`src/hw/rtl/set_assoc_cache_tag_replacement_core_macros.svh`:
```
// Assertion macros for the cache tag and replacement core.
`ifndef SET_ASSOC_CACHE_TAG_REPLACEMENT_CORE_MACROS_SVH
`define SET_ASSOC_CACHE_TAG_REPLACEMENT_CORE_MACROS_SVH
`ifndef SYNTHESIS
`define SACT_ASSERT_IMP(label, clk, rst_n, ante, cons) \
	label: assert property (@(posedge clk) disable iff (!rst_n) (ante) |-> (cons)) \
	else $error("assertion failed");
`define SACT_ASSERT_NXT(label, clk, rst_n, ante, cons) \
	label: assert property (@(posedge clk) disable iff (!rst_n) (ante) |=> (cons)) \
	else $error("assertion failed");
`else
`define SACT_ASSERT_IMP(label, clk, rst_n, ante, cons)
`define SACT_ASSERT_NXT(label, clk, rst_n, ante, cons)
`endif
`endif

```
`src/hw/rtl/sact_ram.sv`:
```
// Generic single-port-write, single-port-read RAM with registered read data.
`default_nettype none
module sact_ram #(
	parameter int WIDTH = 8,
	parameter int DEPTH = 16
) (
	input  wire logic                     clk,
	input  wire logic                     we,
	input  wire logic [$clog2(DEPTH)-1:0] waddr,
	input  wire logic [WIDTH-1:0]         wdata,
	input  wire logic [$clog2(DEPTH)-1:0] raddr,
	output logic      [WIDTH-1:0]         rdata
);
	logic [WIDTH-1:0] mem [DEPTH];

	always_ff @(posedge clk) begin
		if (we) begin
			mem[waddr] <= wdata;
		end
		rdata <= mem[raddr];
	end
endmodule
`default_nettype wire
```
`config.mk`:
```
export PLATFORM = sky130hd
export DESIGN_NAME = sact_ram
export DESIGN_NICKNAME = d
export VERILOG_FILES = /design/src/hw/rtl/set_assoc_cache_tag_replacement_core_macros.svh /design/src/hw/rtl/sact_ram.sv
export SDC_FILE = /design/constraint.sdc
export NUM_CORES = 1
export LEC_CHECK = 0
export BUFFER_PORTS_ARGS = -buffer_cell sky130_fd_sc_hd__buf_4
export CAP_MARGIN = 0
export CORE_UTILIZATION = 54
export CTS_BUF_LIST = sky130_fd_sc_hd__clkbuf_4
export DETAILED_ROUTE_END_ITERATION = 10
export PLACE_DENSITY = 0.75
export SKIP_CTS_REPAIR_TIMING = 1
export SYNTH_ARGS = -nofsm -noshare
export SYNTH_HDL_FRONTEND = slang
export SYNTH_SLANG_ARGS = --single-unit
```
`constraint.sdc`:
```
create_clock -name clk -period 3.5 [get_ports clk]
set_clock_uncertainty 0.2 [all_clocks]
set_input_delay 0.35 -clock clk [delete_from_list [all_inputs] [get_ports clk]]
set_output_delay 0.35 -clock clk [all_outputs]
set_load 0.1 [all_outputs]
```
After elaboration in Yosys (flattened, before gate mapping)
Memories as Yosys holds them, arrays and structs flattened. A register that Yosys moved wholly into a read port is not among the register bits.
Index checks and enable logic that the tools add are counted.
- eq/ne operators: 0
- $mul: 0
- shift-type cells: 0
- muxes and demuxes: 2
- add/subtract/negate cells: 0
- reduce and logical (&&, ||, !) cells: 0
- $lt $le $gt $ge: 0
- div/mod/pow operators: 0
- bitwise logic cells: 0
- operators with widths (kind ; number):
    $mux 1 ; 2
- memories: 1
- memory bits (writable): 128
- input port bits: 18
- latch bits: 0
- word-level logic and storage cells: 3
- flip-flop bits (word level): 0
- memory bits (read-only): 0
- memories (name ; words ; width ; rd ports ; clocked after Yosys merged registers in ; wr ports ; RTL line ; text):
    mem ; 16 ; 8 ; 1 ; 1 ; 1 ; sact_ram.sv:14 ; logic [WIDTH-1:0] mem [DEPTH];

Longest topological paths before layout
Gate-level depths: netlist (run 1).
- depth in word-level cells: 2
- depth in mapped cells: 5
- gate-level depth less buffers: 3

Worst setup path after synthesis (run 1)
Ideal clock, no wire load.
- path kind: in2reg
- from: input waddr[2]
- to: memory mem[0][0], enable pin
- library setup time: 0.383 ns
- path buffers: 0
- path slack: 1.457 ns
- arrival time: 1.460 ns
- stages on the path: 2
- cells stage by stage: or3b_2 nor3_1
- RTL lines (element ; RTL line ; text):
    start, declared ; sact_ram.sv:9 ; input wire logic [$clog2(DEPTH)-1:0] waddr,
    end, declared ; sact_ram.sv:14 ;
Straight into the memory's write port.

Worst setup path after layout (run 1)
- from: input waddr[3]
- to: memory mem[4][5], enable pin
Straight into the memory's write port.

==> reports/qor.yml, run 1 <==
status: "finished, final reports clean"
reg2reg_depth: 3
power.density_nw_per_um2: 526
routed_wirelength_microns: 9510
ant_nets: 0
vias: 2467
ir_worst_vdd_v: 0.000299
min_period_over_period: 0.513
end_kind: "register"
crit_path_start: "waddr[3]"
cpPeakStageDelay_ns: 1.02
final_cell_mix: "edfxtp_1, buf_4, mux4_2, clkbuf_4, a22oi_1"
io_buffers: 25
setup_tns_ns: 0
cts-buffers-inserted: 17
cp_data_required_time_ns: 3.43
grt_pass1_wl_microns: 14600
coreArea_sq_um: 9240
stdcell_count: 418
synth_cell_types: 19
wl_per_cell_microns: 22.8
hp-class: "in2reg"
yosysTopAreaCell: "edfxtp_1"
viasPerCell: 5.90
cts_tree: "done"
ys_seq_elements: 136
postSynthCellCount: 229
setup_viol: 0
slew_viol_final: 0
drt_iter0_drc: 260
critPathKind: "in2reg"
htreeDepth: 4
grt_max_degree: 33
gp_congestion: 0.715
dpl_cell_area_sq_um: 5450
grt_overflow: 0
start_util: 0.557
startpoint_type: "input port"
grt_pass1_vias: 2519
maxCapViolCount: 0
diodes: 0
drc: 0
hold_viol: 0
cts.sinks: 136
worstPathArrival_ns: 1.73
critPathMaxFanout: 8
synth_fp_nets: 247
syn_area_sq_um: 5150
p_leak_uw: 0.00192
r2r_start: "mem[2][5]"
timing.reg2reg.setup_slack_ns: 1.97
syn_avg_cell_area_sq_um: 22.5
drive_gt1_frac: 0.273
syn2layout_area_growth_pct: 12.6
dp.cells: 378
drtPass1Iterations: 4
yosysWarnings: 0
rsz0062_at_grt: "no"
nNetsFinal: 294
tightest_slew_ns: 1.29
worstSetupEndpoint: "mem[4][5]"
critPathSlowestCell: "nor3_1"
rows: 35
die_w_microns: 99.6
slew_headroom: 0.135
clk_latency_ns: 0.51
antenna_found_initial: 0
cts_max_path_buffers: 2
layout_min_cycle_time_ns: 1.80
grt_usage: 0.216
die_area_sq_um: 9930
rr_endpoint: "rdata[5]"
pre_cts_ws_ns: 1.12
clk_pin_slew_ns: 0.11
die_y_microns: 99.6
path_cells: "buf_4, nand3b_1, nor3_1"
worst_slack_ns: 1.70
ioPinCount: 26
mostFrequentLayoutCell: "edfxtp_1"
whs_ns: 0.154
seq_area_frac_synth: 0.778
fmax_mhz: 557
yosys-top-cells-area: "edfxtp_1, mux4_2, mux4_1"
synth_top_area_frac: 0.747
dpl.hpwl_microns: 5750
cts-root-buf: "clkbuf_4"
final_cell_area_sq_um: 5800
-- cell type report --
type                    count  area, sq um
flip-flops and latches    136         4000
fillers                   638         3440
multi-input cells          83         1060
repair buffers             38          305
well taps                 129          161
clock buffers              18          135
clock inverters            14          134
-- cell usage after synthesis (all sizes together) --
cell / n
edfxtp: 128
mux4: 32
a22oi: 16
nor2: 13
nand2: 9
dfxtp: 8
buf: 7
nor3: 4
clkdlybuf4s25: 3
nand2b: 2
nand3b: 2
and2: 1
and2b: 1
nand3: 1
nor2b: 1
or3b: 1
-- sequential cells by signal, indices dropped and copies added, names as in the netlist --
name,cells
rdata,8
mem,128
-- worst min path at each step --
stage,startpoint,endpoint,depth (start not counted)
finish,waddr[0],mem[4][0],2
floorplan,wdata[0],mem[0][0],0
global route,waddr[0],mem[0][1],3
global placement,wdata[4],mem[6][4],1
CTS,wdata[4],mem[13][4],1
detailed placement,mem[15][0],rdata[0],3
-- logic make-up after synthesis --
| family | share of synthesized area |
|---|---|
| AOI/OAI and AO/OA | 0.0233 |
| buffers and inverters | 0.0168 |
| DFF | 0.778 |
| muxes | 0.150 |
| and+or+nand+nor | 0.0318 |
-- through the flow --
step                      power, uW  utilization
after floorplan                2030            -
after global placement         2110        0.590
after detailed placement       2110        0.590
after CTS                      3060        0.619
after global routing           3150        0.627
final                          3050        0.627
-- where the power goes --
group	leakage, uW	switching (uW)	internal [uW]
registers	0.00122	9.49	1820
clock network	0.000146	544	423
logic	0.000551	171	83.4
total	0.00192	725	2320
-- metal layers --
metal  vias up  wire length [microns]  share of wire  GRT usage
met5         -                      0              0          0
met4         0                    298          0.031      0.128
met3        24                    639          0.067     0.0520
met2       115                   4570           0.48      0.311
met1      1256                   4000           0.42      0.306
li1       1072                      -              -          -
-- worst max-delay path, delay by kind of cell --
kind                   cells  cell delay [ns]
buffers and inverters      1             0.12
AND/OR/NAND/NOR            2             1.26
Power figures use the tool's default switching activity.
==> run 2: changes to the inputs <==
- ABC_AREA: not set -> 1
- PLACE_DENSITY: 0.75 -> 0.77
- clock period: 3.5 -> 1.6 ns (I/O delays scaled with it)
==> run 2 against run 1 <==
  * Clock-buffer cell count stayed put
  * Largest power group unchanged
  * Flip-flop and latch count stayed put
  * Area after synthesis is 12% higher
  * Via count is 57% higher
  * Sequential share of layout area is 8.7 points lower
  * Core utilization is 1.6 points higher
==> reports/qor.yml, run 2 <==
crit_path_start: "rdata[4]"
seq_area_sq_um: 4000
p_seq_frac: 0.546
syn_area_sq_um: 5770
switching_share: 0.238
seq_area_frac_synth: 0.694
biggestRegsByFlops: "mem: 128 flops, rdata: 8 flops"
postLayoutCoreUtil: 0.643
io_buffers: 25
postSynthCellCount: 551
setup_viol: 0
worstPathArrival_ns: 1.16
synth-async-reset-ratio: 0
dpl.hpwl_microns: 7680
combPwrFrac: 0.097
layout_min_cycle_time_ns: 1.52
hp-class: "in2reg"
tightest_slew_ns: 0.382
switching_power_uw: 1750
grt_max_degree: 45
ioPinCount: 26
crit_buf_inv: 1
multi_input_area_sq_um: 1210
rows: 37
largest_register: "mem"
vias: 3884
gp_congestion: 0.807
stdcell_count: 753
antenna_found_initial: 0
r2r_start: "mem[1][5]"
die_y_microns: 105
grt_pass1_wl_microns: 19600
status: "finished, final reports clean"
ys_seq_elements: 136
cts-buffers-inserted: 17
worst_slack_ns: 0.0783
die_area_sq_um: 11100
drt_iter0_drc: 313
hp-start: "raddr[1]"
cts-root-buf: "clkbuf_4"
critPathSlowestCell: "dfxtp_1"
slew_headroom: 0.746
coreArea_sq_um: 10300
cts.sinks: 136
pre_cts_ws_ns: 0.191
hold_viol: 0
p_clk_frac: 0.357
p_total_uw: 7320
cts_tree: "done"
dp.cells: 711
diodes: 0
synth_cell_types: 12
path_cells: "buf_6"
end_kind: "primary output"
final_cell_mix: "nand2_1, edfxtp_1, inv_1, nand3_1, buf_4"
synthTopCellsByCount: "nand2_1, edfxtp_1, inv_1"
yosysWarnings: 0
die_w_microns: 105
critPathKind: "reg2out"
syn2layout_area_growth_pct: 15.1
yosysTopAreaCell: "edfxtp_1"
critPathMaxFanout: 1
internal_power_uw: 5580
drtPass1Iterations: 6
ir_worst_vdd_v: 0.000667
drc: 0
ant_nets: 0
yosys-top-cells-area: "edfxtp_1, nand2_1, nand3_1"
yosysMostFrequentCell: "nand2_1"
routed_wirelength_microns: 12400
drive_gt1_frac: 0.128
startpoint_type: "register"
largest_reg_flops: 128
grt_usage: 0.241
syn_avg_cell_area_sq_um: 10.5
slew_viol_final: 0
synth_top_area_frac: 0.667
cp_data_required_time_ns: 1.24
rsz0062_at_grt: "no"
grt_pass1_vias: 3726
synthFlopType: "edfxtp_1"
nNetsFinal: 622
mostFrequentLayoutCell: "nand2_1"
wl_per_cell_microns: 16.5
start_util: 0.559
htreeDepth: 4
power.density_nw_per_um2: 1100
synth_fp_nets: 569
cpLargestDelayFamily: "flip-flops"
min_period_over_period: 0.951
synth_edf_count: 128
maxCapViolCount: 0
fmax_mhz: 657
n_fill_cell: 779
grt_overflow: 0
cpPeakStageDelay_ns: 0.40
clk_pin_slew_ns: 0.11
clk_latency_ns: 0.52
p_leak_uw: 0.00290
cts_max_path_buffers: 2
viasPerCell: 5.16
[run 2: cell count changes in the layout (fill, tap and decap cells not counted), sizes merged, moves of 3 or more]
cell and change:
inv +102, nand3 +96, nor2 +4, nand2 +164, buf +18, bufinv +3
a22oi -16, nor3 -4, mux4 -32
[run 2: worst min-delay path, stage by stage]
cell     delay, ns
buf_4         0.09
inv_2         0.04
buf_12        0.15
nand2_1       0.08
nand3_1       0.05
nand3_1       0.06
nand2_1       0.06
[run 2: area by class of cell]
type / count / area share
repair buffers: 58 / 0.0794
clock inverters: 14 / 0.0309
flip-flops and latches: 136 / 0.603
multi-input cells: 289 / 0.183
inverters: 102 / 0.0577
clock buffers: 18 / 0.0204
well taps: 136 / 0.0256
[run 2: cells by family (layout without fill, tap and decap cells)]
group,after synthesis,count (layout),share of synthesized area
buf+inv,126,192,0.0952
simple gates,289,289,0.210
flops,136,136,0.694
[run 2: through the flow]
| stage | instance area [sq um] | setup TNS (ns) | hold WS, ns |
|---|---|---|---|
| finish | 6640 | 0 | 0.0273 |
| global route | 6640 | 0 | 0.0476 |
| CTS | 6530 | -0.0000111 | -0.284 |
| detailed placement | 6190 | 0 | 0.293 |
| global placement | 6190 | 0 | 0.291 |
| floorplan | 5770 | 0 | 0.0589 |
[run 2: worst paths after layout]
check              to  slack [ns]  cells after the start
max          rdata[4]        0.08                      1
min reg2reg  rdata[5]        0.50                      6
min          rdata[5]        0.03                      7
max reg2reg  rdata[5]        0.35                      6
[run 2: layer usage]
metal	part of all wire	up-vias	GRT usage
met5	0	-	0
met4	0.020	0	0.107
met3	0.075	21	0.0495
met2	0.51	159	0.398
met1	0.40	1825	0.310
li1	-	1879	-
[run 2: power groups by stage]
stage	Clock (uW)	Sequential [uW]	Combinational, uW
final	2610	4000	711
after detailed placement	0	4080	690
after global routing	2770	4010	767
after floorplan	0	4250	281
after CTS	2640	4000	693
after global placement	0	4080	674
